### config.mk
export PLATFORM = sky130hd
export DESIGN_NAME = lfps_ctrl
export DESIGN_NICKNAME = d
export VERILOG_FILES = /design/src/hw/rtl/lfps_pkg.sv /design/src/hw/rtl/lfps_ctrl.sv
export SDC_FILE = /design/constraint.sdc
export NUM_CORES = 1
export LEC_CHECK = 0
export BUFFER_PORTS_ARGS = -buffer_cell sky130_fd_sc_hd__buf_2
export CORE_UTILIZATION = 35
export DETAILED_ROUTE_END_ITERATION = 8
export HOLD_SLACK_MARGIN = 0.08
export SETUP_SLACK_MARGIN = 0.05
export SLEW_MARGIN = 15
export SYNTH_ARGS = -nofsm -noshare
export SYNTH_HDL_FRONTEND = slang
export SYNTH_SLANG_ARGS = --single-unit
### constraint.sdc
create_clock -name clk -period 2.04 [get_ports clk]
set_input_delay 0.408 -clock clk [delete_from_list [all_inputs] [get_ports clk]]
set_output_delay 0.408 -clock clk [all_outputs]
set_load 0.05 [all_outputs]
### src/hw/rtl/lfps_pkg.sv
// Shared types, constants and codes of the line follower PD steering block.
`timescale 1ns / 1ps
package lfps_pkg;

  localparam int DEF_HISTORY_DEPTH = 8;
  localparam int NUM_SENSORS       = 5;
  localparam int TICKS_PER_SEC     = 2000000;
  localparam int TICKS_W           = 21;
  localparam int PERIOD_W          = 20;
  localparam int ERR_W             = 16;
  localparam int WSUM_W            = 11;
  localparam int HITS_W            = 3;
  localparam int ACC_W             = 21;
  localparam int GAIN_W            = 16;
  localparam int DUTY_W            = 8;
  localparam int WEIGHTS_W         = 40;
  localparam int EDIV_BITS         = 15;
  localparam int CDATA_W           = 64;
  localparam int CADDR_W           = 6;

  localparam logic [2:0] REG_WEIGHTS = 3'd0;
  localparam logic [2:0] REG_P_GAIN  = 3'd1;
  localparam logic [2:0] REG_D_FWD   = 3'd2;
  localparam logic [2:0] REG_D_REV   = 3'd3;
  localparam logic [2:0] REG_CRUISE  = 3'd4;
  localparam logic [2:0] REG_PERIOD  = 3'd5;

  localparam logic [GAIN_W-1:0]   RST_P_GAIN = 16'd256;
  localparam logic [DUTY_W-1:0]   RST_CRUISE = 8'd128;
  localparam logic [PERIOD_W-1:0] RST_PERIOD = 20'd10000;

  typedef enum logic [3:0] {
    OP_NONE, OP_LOAD, OP_EDIV, OP_EDONE, OP_ADIV, OP_ADONE, OP_SHIFT,
    OP_SUM, OP_MUL, OP_DDIV, OP_DDONE, OP_MUL2, OP_MUL3, OP_FINISH
  } op_t;

  typedef enum logic [3:0] {
    S_IDLE, S_EDIV, S_EWAIT, S_ADIV, S_AWAIT, S_SHIFT, S_SUM, S_MUL,
    S_DDIV, S_DWAIT, S_MUL2, S_MUL3, S_FINISH
  } state_t;

  typedef struct packed {
    op_t op;
  } dp_cmd_t;

  typedef struct packed {
    logic div_done;
    logic shift_zero;
    logic sum_last;
    logic out_free;
  } dp_status_t;

  typedef struct packed {
    logic [WEIGHTS_W-1:0] weights;
    logic [GAIN_W-1:0]    p_gain;
    logic [GAIN_W-1:0]    d_fwd;
    logic [GAIN_W-1:0]    d_rev;
    logic [DUTY_W-1:0]    cruise;
    logic [PERIOD_W-1:0]  period;
  } cfg_t;

endpackage

### src/hw/rtl/lfps_ctrl.sv
// Controller state machine that sequences the datapath for one word.
`timescale 1ns / 1ps
module lfps_ctrl
  import lfps_pkg::*;
(
  input  logic       clk,
  input  logic       rst_n,
  input  logic       in_valid,
  output logic       in_stall,
  input  dp_status_t status,
  output dp_cmd_t    cmd
);

  state_t state_r, state_nxt;

  always_ff @(posedge clk) begin
    if (!rst_n) begin
      state_r <= S_IDLE;
    end else begin
      state_r <= state_nxt;
    end
  end

  always_comb begin
    state_nxt = state_r;
    cmd.op    = OP_NONE;
    in_stall  = (state_r != S_IDLE);
    case (state_r)
      S_IDLE: begin
        if (in_valid) begin
          cmd.op    = OP_LOAD;
          state_nxt = S_EDIV;
        end
      end
      S_EDIV: begin
        cmd.op    = OP_EDIV;
        state_nxt = S_EWAIT;
      end
      S_EWAIT: begin
        if (status.div_done) begin
          cmd.op    = OP_EDONE;
          state_nxt = S_ADIV;
        end
      end
      S_ADIV: begin
        cmd.op    = OP_ADIV;
        state_nxt = S_AWAIT;
      end
      S_AWAIT: begin
        if (status.div_done) begin
          cmd.op    = OP_ADONE;
          state_nxt = S_SHIFT;
        end
      end
      S_SHIFT: begin
        if (status.shift_zero) begin
          state_nxt = S_SUM;
        end else begin
          cmd.op = OP_SHIFT;
        end
      end
      S_SUM: begin
        cmd.op = OP_SUM;
        if (status.sum_last) begin
          state_nxt = S_MUL;
        end
      end
      S_MUL: begin
        cmd.op    = OP_MUL;
        state_nxt = S_DDIV;
      end
      S_DDIV: begin
        cmd.op    = OP_DDIV;
        state_nxt = S_DWAIT;
      end
      S_DWAIT: begin
        if (status.div_done) begin
          cmd.op    = OP_DDONE;
          state_nxt = S_MUL2;
        end
      end
      S_MUL2: begin
        cmd.op    = OP_MUL2;
        state_nxt = S_MUL3;
      end
      S_MUL3: begin
        cmd.op    = OP_MUL3;
        state_nxt = S_FINISH;
      end
      S_FINISH: begin
        // Hold the result until the output register can take it.
        if (status.out_free) begin
          cmd.op    = OP_FINISH;
          state_nxt = S_IDLE;
        end
      end
      default: begin
        state_nxt = S_IDLE;
      end
    endcase
  end

endmodule

==> results.sh, run 1 <==
export IMPL_run_status="finished, final reports clean"
export IMPL_numClockSinks=4
export IMPL_dr_first_iter_drc_count=10
export IMPL_core_area_mm2=0.00135
export IMPL_layout_common_cells="nand2_1 (10), buf_2 (9), nor2_1 (8), buf_4 (8), mux2i_1 (5)"
export IMPL_synth_area_mux_share_pct=11.6
export IMPL_crit_type="flip-flop to output port"
export IMPL_synth_ff_latch_count=4
export IMPL_num_fill_cells=142
export IMPL_endpoint_kind="output port"
export IMPL_whs_path_depth=3
export IMPL_ys_warn_count=0
export IMPL_drc_errors=0
export IMPL_synth_edf_count=0
export IMPL_die_h_um=40.8
export IMPL_fmax_ghz=0.528
export IMPL_tightest_slew_ns=0.268
export IMPL_synth_distinct_cells=29
export IMPL_hold_path_class="input port to flip-flop"
export IMPL_vdd_drop_max_mv=0.496
export IMPL_cts_tree="built"
export IMPL_dpl_instance_area_um2=617
export IMPL_finalInstanceArea_um2=654
export IMPL_largest_reg_flops=4
export IMPL_ys_seq_area_share_pct=15.2
export IMPL_seqCellArea_um2=85.1
export IMPL_swShare_pct=52.7
export IMPL_synth_simple_area_share_pct=38.0
export IMPL_antenna_left=0
export IMPL_slew_violations=0
export IMPL_synth_area_um2=527
export IMPL_grt_max_degree=13
export IMPL_cts_root_buf="clkbuf_4"
export IMPL_numCtsBuffers=3
export IMPL_drive_gt1_share_pct=38.1
export IMPL_firstDrtPassIters=4
export IMPL_synth_adder_area_share_pct=0
export IMPL_grt_overflow=0
export IMPL_cts_hold_buf=0
export IMPL_postCtsSetupRepairBufs=0
export IMPL_internal_power_uw=390
export IMPL_grt_pass1_wl_um=2000
export IMPL_dpl_hpwl_um=934
export IMPL_power_density_mw_per_mm2=1260
export IMPL_multi_input_area_um2=412
export IMPL_dieArea_mm2=0.00166
export IMPL_io_pins=12
export IMPL_clkPwrFrac_pct=12.3
export IMPL_relSlewSlack_pct=82.2
export IMPL_clockBufferDepth=2
export IMPL_vias_per_cell=5.40
export IMPL_post_drt_wl_per_cell_um=12.3
export IMPL_grt_setup_unrepaired="false"
export IMPL_grt_pass1_vias=453
export IMPL_p_leak_uw=0.000284
export IMPL_path_max_fanout=8
export IMPL_path_clk_slew_ns=0.04
export IMPL_start_util_pct=39.0
export IMPL_mostFrequentLayoutCell="nand2_1"
export IMPL_p_switching_uw=434
export IMPL_fin_crit_ns=1.90
export IMPL_setup_viol=0
export IMPL_p_comb_share_pct=69.2
export IMPL_h_tree_depth=1
export IMPL_synth_compound_area_share_pct=22.3
export IMPL_largestRegisters="state_r x4"
export IMPL_fin_worst_skew_ns=0.000877
export IMPL_io_buffers=11
export IMPL_diodes=0
export IMPL_drv_cap=0
export IMPL_synth_flop_cell="dfxtp_1"
export IMPL_num_rows=13
export IMPL_fp_dieW_um=40.8
export IMPL_nNetsFinal=93
export IMPL_async_flop_share_pct=0
export IMPL_r2r_cells=5
export IMPL_vias=535
export IMPL_area_delta_synth_final_pct=24.2
export IMPL_largest_register="state_r"
export IMPL_fin_crit_sh_pct=92.9
export IMPL_worstSkewPairLatency_ns=0.24
export IMPL_final_hold_violation_count=0
export IMPL_synth_top_family_by_area="simple AND/OR/NAND/NOR gates"
export IMPL_crit_arrival_ns=1.49
export IMPL_antenna_found_initial=0
export IMPL_synth_cells=71
export IMPL_synth_xor_area_share_pct=1.66
export IMPL_wirelength_um=1220
export IMPL_sequentialPowerShare_pct=18.5
export IMPL_crit_path_start_kind="flip-flop"
export IMPL_avgSynthCellArea_um2=7.42
export IMPL_crit_required_ns=1.63
export IMPL_grt_usage_pct=17.6
export IMPL_fin_tns_setup_ns=0
export IMPL_gp_congestion=0.738
export IMPL_syn_num_nets=78
worst max-delay path, cell delays in order, from the launching register on:
cell	delay [ns]
dfxtp_2	0.40
nor3_1	0.08
nand2b_1	0.18
a2111oi_4	0.34
buf_4	0.24
power by group through the flow:
stage	Sequential [uW]	Combinational (uW)	Clock, uW
2_1_floorplan	116	496	0
3_3_place_gp	147	558	0
3_5_place_dp	148	560	0
4_1_cts	151	571	102
5_1_grt	156	615	106
6_report	152	570	102
routing by layer:
layer / vias up / global-route usage [%] / wire length, um
met4: 0 / 5.00 / 16
met1: 244 / 26.4 / 640
met5: - / 0 / 0
met3: 2 / 0 / 28
li1: 280 / - / -
met2: 9 / 27.3 / 529
cell families (layout without fill, tap and decap cells):
kind of cell	count (synthesis)	count (layout)
AO/OA/AOI/OAI	16	16
flip-flops	4	4
multiplexers	6	6
AND/OR/NAND/NOR	35	35
XOR/XNOR	1	1
buffers and inverters	9	22
what timing repair did:
action                                  CTS  global route
gates resized for setup                   5             2
pin swaps                                 0             0
endpoints found under the setup margin    2             3
layout make-up:
cell class	instances	area share, %
multi-input cells	58	62.9
clock buffers	3	3.44
repair buffers	18	17.2
flip-flops and latches	4	13.0
inverters	1	0.574
well taps	15	2.87
synthesized netlist by cell type, drive strengths merged, types with 2 or more instances:
cell type	instances	share of area (%)
nand2	10	7.1
nand3	2	1.9
nand2b	4	4.7
dfxtp	4	15
mux2i	5	9.5
buf	7	9.7
o21ai	7	6.7
nor3b	2	2.8
nor2	8	5.7
a21oi	3	2.8
a22o	2	3.3
nor3	4	4.7
nor4b	2	5.7
metrics by stage:
step                      hold WS, ns  total power [uW]  util (%)  setup WS [ns]  instances
after global routing            0.507               877      48.5         0.0527         99
after floorplan                 0.676               612         -          0.226         71
after detailed placement        0.720               708      45.7          0.164         96
final                           0.487               824      48.5          0.145         99
after CTS                       0.485               823      48.2         0.0620         99
after global placement          0.728               705      45.7          0.196         96
path summary, 6_finish.rpt:
kind,to,slack (ns),startpoint
worst max-delay path,cmd[0],0.14,state_r[3]$_SDFFE_PN0P_
worst min-delay path,state_r[2]$_SDFFE_PN0P_,0.49,rst_n
worst max register to register,state_r[0]$_SDFFE_PN0P_,0.49,state_r[1]$_SDFFE_PN0P_
worst min register to register,state_r[2]$_SDFFE_PN0P_,0.68,state_r[2]$_SDFFE_PN0P_
No activity file was read; power rests on OpenSTA's default activity.
==> run 2: changes to the inputs <==
--- a/config.mk
+++ b/config.mk
@@ -9,6 +9,7 @@
 export CORE_UTILIZATION = 35
 export DETAILED_ROUTE_END_ITERATION = 8
 export HOLD_SLACK_MARGIN = 0.08
+export REMOVE_ABC_BUFFERS = 1
 export SETUP_SLACK_MARGIN = 0.05
 export SLEW_MARGIN = 15
 export SYNTH_ARGS = -nofsm -noshare
==> run 2 against run 1 <==
Hold slack lost 0.0037 ns. Flip-flop and latch count is the same. Register-to-register slack lost 0.04 ns. Global-route usage shrank 1.0 points. Combinational power shrank 2%. Via count shrank 3.9%. Sequential share of layout area grew 0.79 points. Routed wire length shrank 6.1%. Cell count shrank 3.0%. Setup slack lost 0.018 ns. Critical path type unchanged. Largest cell class unchanged. Largest power group unchanged.
==> results.sh, run 2 (synthesis results as in run 1) <==
export IMPL_drive_gt1_share_pct=30.9
export IMPL_crit_path_start_kind="flip-flop"
export IMPL_routed_wl_met3_um=34
export IMPL_endpoint_kind="output port"
export IMPL_antenna_found_initial=0
export IMPL_dr_wl_met2_um=540
export IMPL_numClockSinks=4
export IMPL_grt_pass1_wl_um=1900
export IMPL_crit_chain="nor3_1 > nand2b_1 > a2111oi_1 > buf_4"
export IMPL_cts_resized=3
export IMPL_crit_type="flip-flop to output port"
export IMPL_highest_layer="met3"
export IMPL_setup_viol=0
export IMPL_wirelength_um=1140
export IMPL_h_tree_depth=1
export IMPL_largest_register="state_r"
export IMPL_die_h_um=40.8
export IMPL_fin_worst_skew_ns=0.00457
export IMPL_core_area_mm2=0.00135
export IMPL_slowest_delay_ns=0.40
export IMPL_io_pins=12
export IMPL_hp_start="rst_n"
export IMPL_num_rows=13
export IMPL_power_density_mw_per_mm2=1280
export IMPL_fin_crit_ns=1.91
export IMPL_crit_arrival_ns=1.51
export IMPL_dpl_hpwl_um=861
export IMPL_path_clk_slew_ns=0.04
export IMPL_nNetsFinal=90
export IMPL_largestRegisters="state_r x4"
export IMPL_grt_usage_pct=16.6
export IMPL_area_delta_synth_final_pct=17.1
export IMPL_dr_first_iter_drc_count=3
export IMPL_gp_congestion=0.858
export IMPL_mostFrequentLayoutCell="nand2_1"
export IMPL_relSlewSlack_pct=78.6
export IMPL_postCtsSetupRepairBufs=0
export IMPL_final_hold_violation_count=0
export IMPL_finalInstanceArea_um2=617
export IMPL_firstDrtPassIters=4
export IMPL_layout_common_cells="nand2_1 (10), buf_2 (9), nor2_1 (8)"
export IMPL_cts_tree="built"
export IMPL_cts_hold_buf=0
export IMPL_cpMaxStageDelayCell="dfxtp_2"
export IMPL_crit_required_ns=1.63
export IMPL_r2r_setup_slack_ns=0.45
export IMPL_hold_path_class="input port to flip-flop"
export IMPL_path_max_fanout=7
export IMPL_dpl_instance_area_um2=576
export IMPL_drc_errors=0
export IMPL_cp_top_family="flip-flops"
export IMPL_p_leak_uw=0.000265
export IMPL_diodes=0
export IMPL_grt_pass1_vias=405
export IMPL_slew_violations=0
export IMPL_vias=514
export IMPL_io_buffers=11
export IMPL_path_buf_inv=1
export IMPL_start_util_pct=39.0
export IMPL_fp_dieW_um=40.8
export IMPL_drv_cap=0
export IMPL_vias_per_cell=5.35
export IMPL_cts_root_buf="clkbuf_4"
export IMPL_post_drt_wl_per_cell_um=11.9
export IMPL_grt_setup_unrepaired="true"
export IMPL_dieArea_mm2=0.00166
export IMPL_fmax_ghz=0.523
export IMPL_tightest_slew_ns=0.321
export IMPL_grt_max_degree=14
export IMPL_r2r_start="state_r[1]$_SDFFE_PN0P_"
export IMPL_hold_slack_ns=0.484
export IMPL_antenna_left=0
export IMPL_largest_reg_flops=4
export IMPL_grt_overflow=0
export IMPL_run_status="finished, final reports clean"
export IMPL_numCtsBuffers=3
export IMPL_crit_start="state_r[3]$_SDFFE_PN0P_"
export IMPL_clockBufferDepth=2
export IMPL_drt_met1_wl_um=566
export IMPL_vdd_drop_max_mv=0.696
export IMPL_fin_crit_sh_pct=93.8
export IMPL_worstSkewPairLatency_ns=0.23
[run 2: changes by cell type in the layout (fill, tap and decap cells not counted)]
cell | before | now
dfxtp_2 | 4 | 1
dfxtp_4 | 0 | 1
nor3_1 | 2 | 3
a2111oi_1 | 0 | 1
buf_6 | 0 | 2
dfxtp_1 | 0 | 2
a2111oi_4 | 1 | 0
nor3_2 | 2 | 1
buf_4 | 8 | 3
[run 2: final timing paths]
kind | endpoint | cells past startpoint
hold / removal | state_r[3]$_SDFFE_PN0P_ | 3
hold reg to reg | state_r[3]$_SDFFE_PN0P_ | 3
setup reg to reg | state_r[1]$_SDFFE_PN0P_ | 5
setup / recovery | cmd[0] | 4
[run 2: per-stage QoR]
step | setup slack [ns] | TNS (ns) | std cells | utilization (%) | power [uW]
2_1_floorplan | -1.67 | -1.67 | 63 | - | 548
3_3_place_gp | 0.175 | 0 | 93 | 42.6 | 679
4_1_cts | 0.110 | 0 | 96 | 44.7 | 784
3_5_place_dp | 0.159 | 0 | 93 | 42.6 | 679
5_1_grt | 0.0501 | 0 | 96 | 45.7 | 842
6_report | 0.127 | 0 | 96 | 45.7 | 789
[run 2: layout make-up]
type                       count  area, um^2
clock buffer                   3        22.5
fill                         144         733
inverter                       1        3.75
multi-input combinational     58         389
sequential                     4        85.1
tap                           15        18.8
timing repair buffer          15        97.6
[run 2: layer usage]
layer,global-route usage (%),up-vias
met5,0,-
met3,3.26,0
met4,2.50,0
met1,24.4,232
met2,25.0,8
li1,-,274
[run 2: report_power, final]
group | internal (uW) | switching [uW] | total, uW
logic | 205 | 352 | 557
clock network | 65.7 | 30.9 | 96.6
registers | 99.5 | 36.1 | 136
[run 2: tightest hold or removal path, stage by stage]
cell and delay, ns:
buf_2 0.14, nand2_1 0.06, mux2i_1 0.05
==> run 3: changes to the inputs <==
--- a/config.mk
+++ b/config.mk
@@ -7,10 +7,12 @@
 export LEC_CHECK = 0
 export BUFFER_PORTS_ARGS = -buffer_cell sky130_fd_sc_hd__buf_2
 export CORE_UTILIZATION = 35
+export CTS_CLUSTER_SIZE = 10
 export DETAILED_ROUTE_END_ITERATION = 8
 export HOLD_SLACK_MARGIN = 0.08
+export PLACE_DENSITY = 0.56
 export REMOVE_ABC_BUFFERS = 1
-export SETUP_SLACK_MARGIN = 0.05
+export SETUP_SLACK_MARGIN = 0.15
 export SLEW_MARGIN = 15
 export SYNTH_ARGS = -nofsm -noshare
 export SYNTH_HDL_FRONTEND = slang
==> run 3 against run 2 <==
Fmax rose by 3.8%. Routed wire length is 10% higher. Setup slack gained 0.069 ns. Critical path type unchanged. Largest cell class unchanged. Highest routed layer unchanged.
==> results.sh, run 3 (synthesis results as in run 1) <==
export IMPL_run_status="finished, final reports clean"
export IMPL_drc_errors=0
export IMPL_path_max_fanout=13
export IMPL_vdd_drop_max_mv=0.779
export IMPL_nNetsFinal=92
export IMPL_layout_common_cells="nand2_1 (9), nor2_1 (8), buf_2 (8)"
export IMPL_io_pins=12
export IMPL_endpoint_kind="output port"
export IMPL_core_area_mm2=0.00135
export IMPL_fin_ws_ns=0.196
export IMPL_vias=535
export IMPL_fmax_ghz=0.542
export IMPL_cts_tree="built"
export IMPL_diodes=0
export IMPL_area_delta_synth_final_pct=31.1
export IMPL_dr_first_iter_drc_count=6
export IMPL_fin_worst_skew_ns=0.00117
export IMPL_finalInstanceArea_um2=691
export IMPL_numClockSinks=4
export IMPL_drive_gt1_share_pct=43.4
export IMPL_post_drt_wl_per_cell_um=12.9
export IMPL_grt_usage_pct=18.3
export IMPL_grt_max_degree=14
export IMPL_tightest_slew_ns=0.267
export IMPL_final_hold_violation_count=0
export IMPL_power_density_mw_per_mm2=1240
export IMPL_crit_arrival_ns=1.44
export IMPL_grt_pass1_wl_um=2100
export IMPL_mostFrequentLayoutCell="nand2_1"
export IMPL_largest_register="state_r"
export IMPL_die_h_um=40.8
export IMPL_largestRegisters="state_r x4"
export IMPL_firstDrtPassIters=4
export IMPL_setup_viol=0
export IMPL_dpl_instance_area_um2=591
export IMPL_grt_overflow=0
export IMPL_place_ws_ns=0.175
export IMPL_start_util_pct=39.0
export IMPL_postCtsSetupRepairBufs=0
export IMPL_fin_crit_ns=1.84
export IMPL_num_fill_cells=139
export IMPL_path_clk_slew_ns=0.04
export IMPL_antenna_found_initial=0
export IMPL_dieArea_mm2=0.00166
export IMPL_slew_violations=0
export IMPL_gp_congestion=0.843
export IMPL_io_buffers=11
export IMPL_crit_path_start_kind="flip-flop"
export IMPL_final_core_util_pct=51.2
export IMPL_numCtsBuffers=3
export IMPL_h_tree_depth=1
export IMPL_clockBufferDepth=2
export IMPL_wirelength_um=1260
export IMPL_drv_cap=0
export IMPL_crit_type="flip-flop to output port"
export IMPL_largest_reg_flops=4
export IMPL_cts_root_buf="clkbuf_4"
export IMPL_antenna_left=0
export IMPL_worstSkewPairLatency_ns=0.23
export IMPL_grt_setup_unrepaired="true"
export IMPL_grt_pass1_vias=487
export IMPL_num_rows=13
export IMPL_relSlewSlack_pct=82.2
export IMPL_dpl_hpwl_um=905
export IMPL_fin_crit_sh_pct=90.4
export IMPL_p_leak_uw=0.000295
export IMPL_vias_per_cell=5.46
export IMPL_hold_path_class="input port to flip-flop"
export IMPL_crit_required_ns=1.63
export IMPL_fp_dieW_um=40.8
[run 3: repair_timing]
action                     4_1_cts  5_1_grt
hold buffers                     0        0
pin swaps                        0        1
setup endpoints to repair        4        4
gates resized for setup         10       11
[run 3: power breakdown]
group	leakage (uW)	switching (uW)	internal, uW
Sequential	0.0000347	59.8	107
Clock	0.0000138	28.7	65.6
Combinational	0.000247	354	240
Total	0.000295	442	413
[run 3: worst max-delay path, cell delays in order (launching register included)]
cell     delay (ns)
dfxtp_2        0.42
buf_4          0.23
a21o_1         0.12
and3_1         0.18
buf_2          0.26
[run 3: routing by layer]
metal	global-route usage, %	wire length [um]	up-vias
met5	0	0	-
met4	5.83	0	0
met3	1.09	26	0
met2	33.2	624	7
met1	22.3	609	252
li1	-	-	276
[run 3: final timing paths]
| path | cells after the start | from | endpoint | slack (ns) |
|---|---|---|---|---|
| worst max-delay path | 4 | state_r[1]$_SDFFE_PN0P_ | cmd[1] | 0.20 |
| worst min-delay path | 3 | rst_n | state_r[3]$_SDFFE_PN0P_ | 0.49 |
| worst max register to register | 5 | state_r[1]$_SDFFE_PN0P_ | state_r[0]$_SDFFE_PN0P_ | 0.51 |
| worst min register to register | 2 | state_r[0]$_SDFFE_PN0P_ | state_r[0]$_SDFFE_PN0P_ | 0.56 |
[run 3: through the flow]
step | power (uW) | instances | hold slack (ns) | setup TNS [ns]
2_1_floorplan | 548 | 63 | 0.547 | -1.67
3_3_place_gp | 677 | 95 | 0.636 | 0
3_5_place_dp | 681 | 95 | 0.629 | 0
4_1_cts | 806 | 98 | 0.486 | 0
5_1_grt | 917 | 98 | 0.508 | 0
6_report | 856 | 98 | 0.487 | 0
[run 3: layout make-up]
class	instances	area, um^2	area share [%]
clock buffers	3	22.5	3.26
inverters	1	3.75	0.543
multi-input cells	58	439	63.6
flip-flops and latches	4	87.6	12.7
well taps	15	18.8	2.72
repair buffers	17	119	17.2
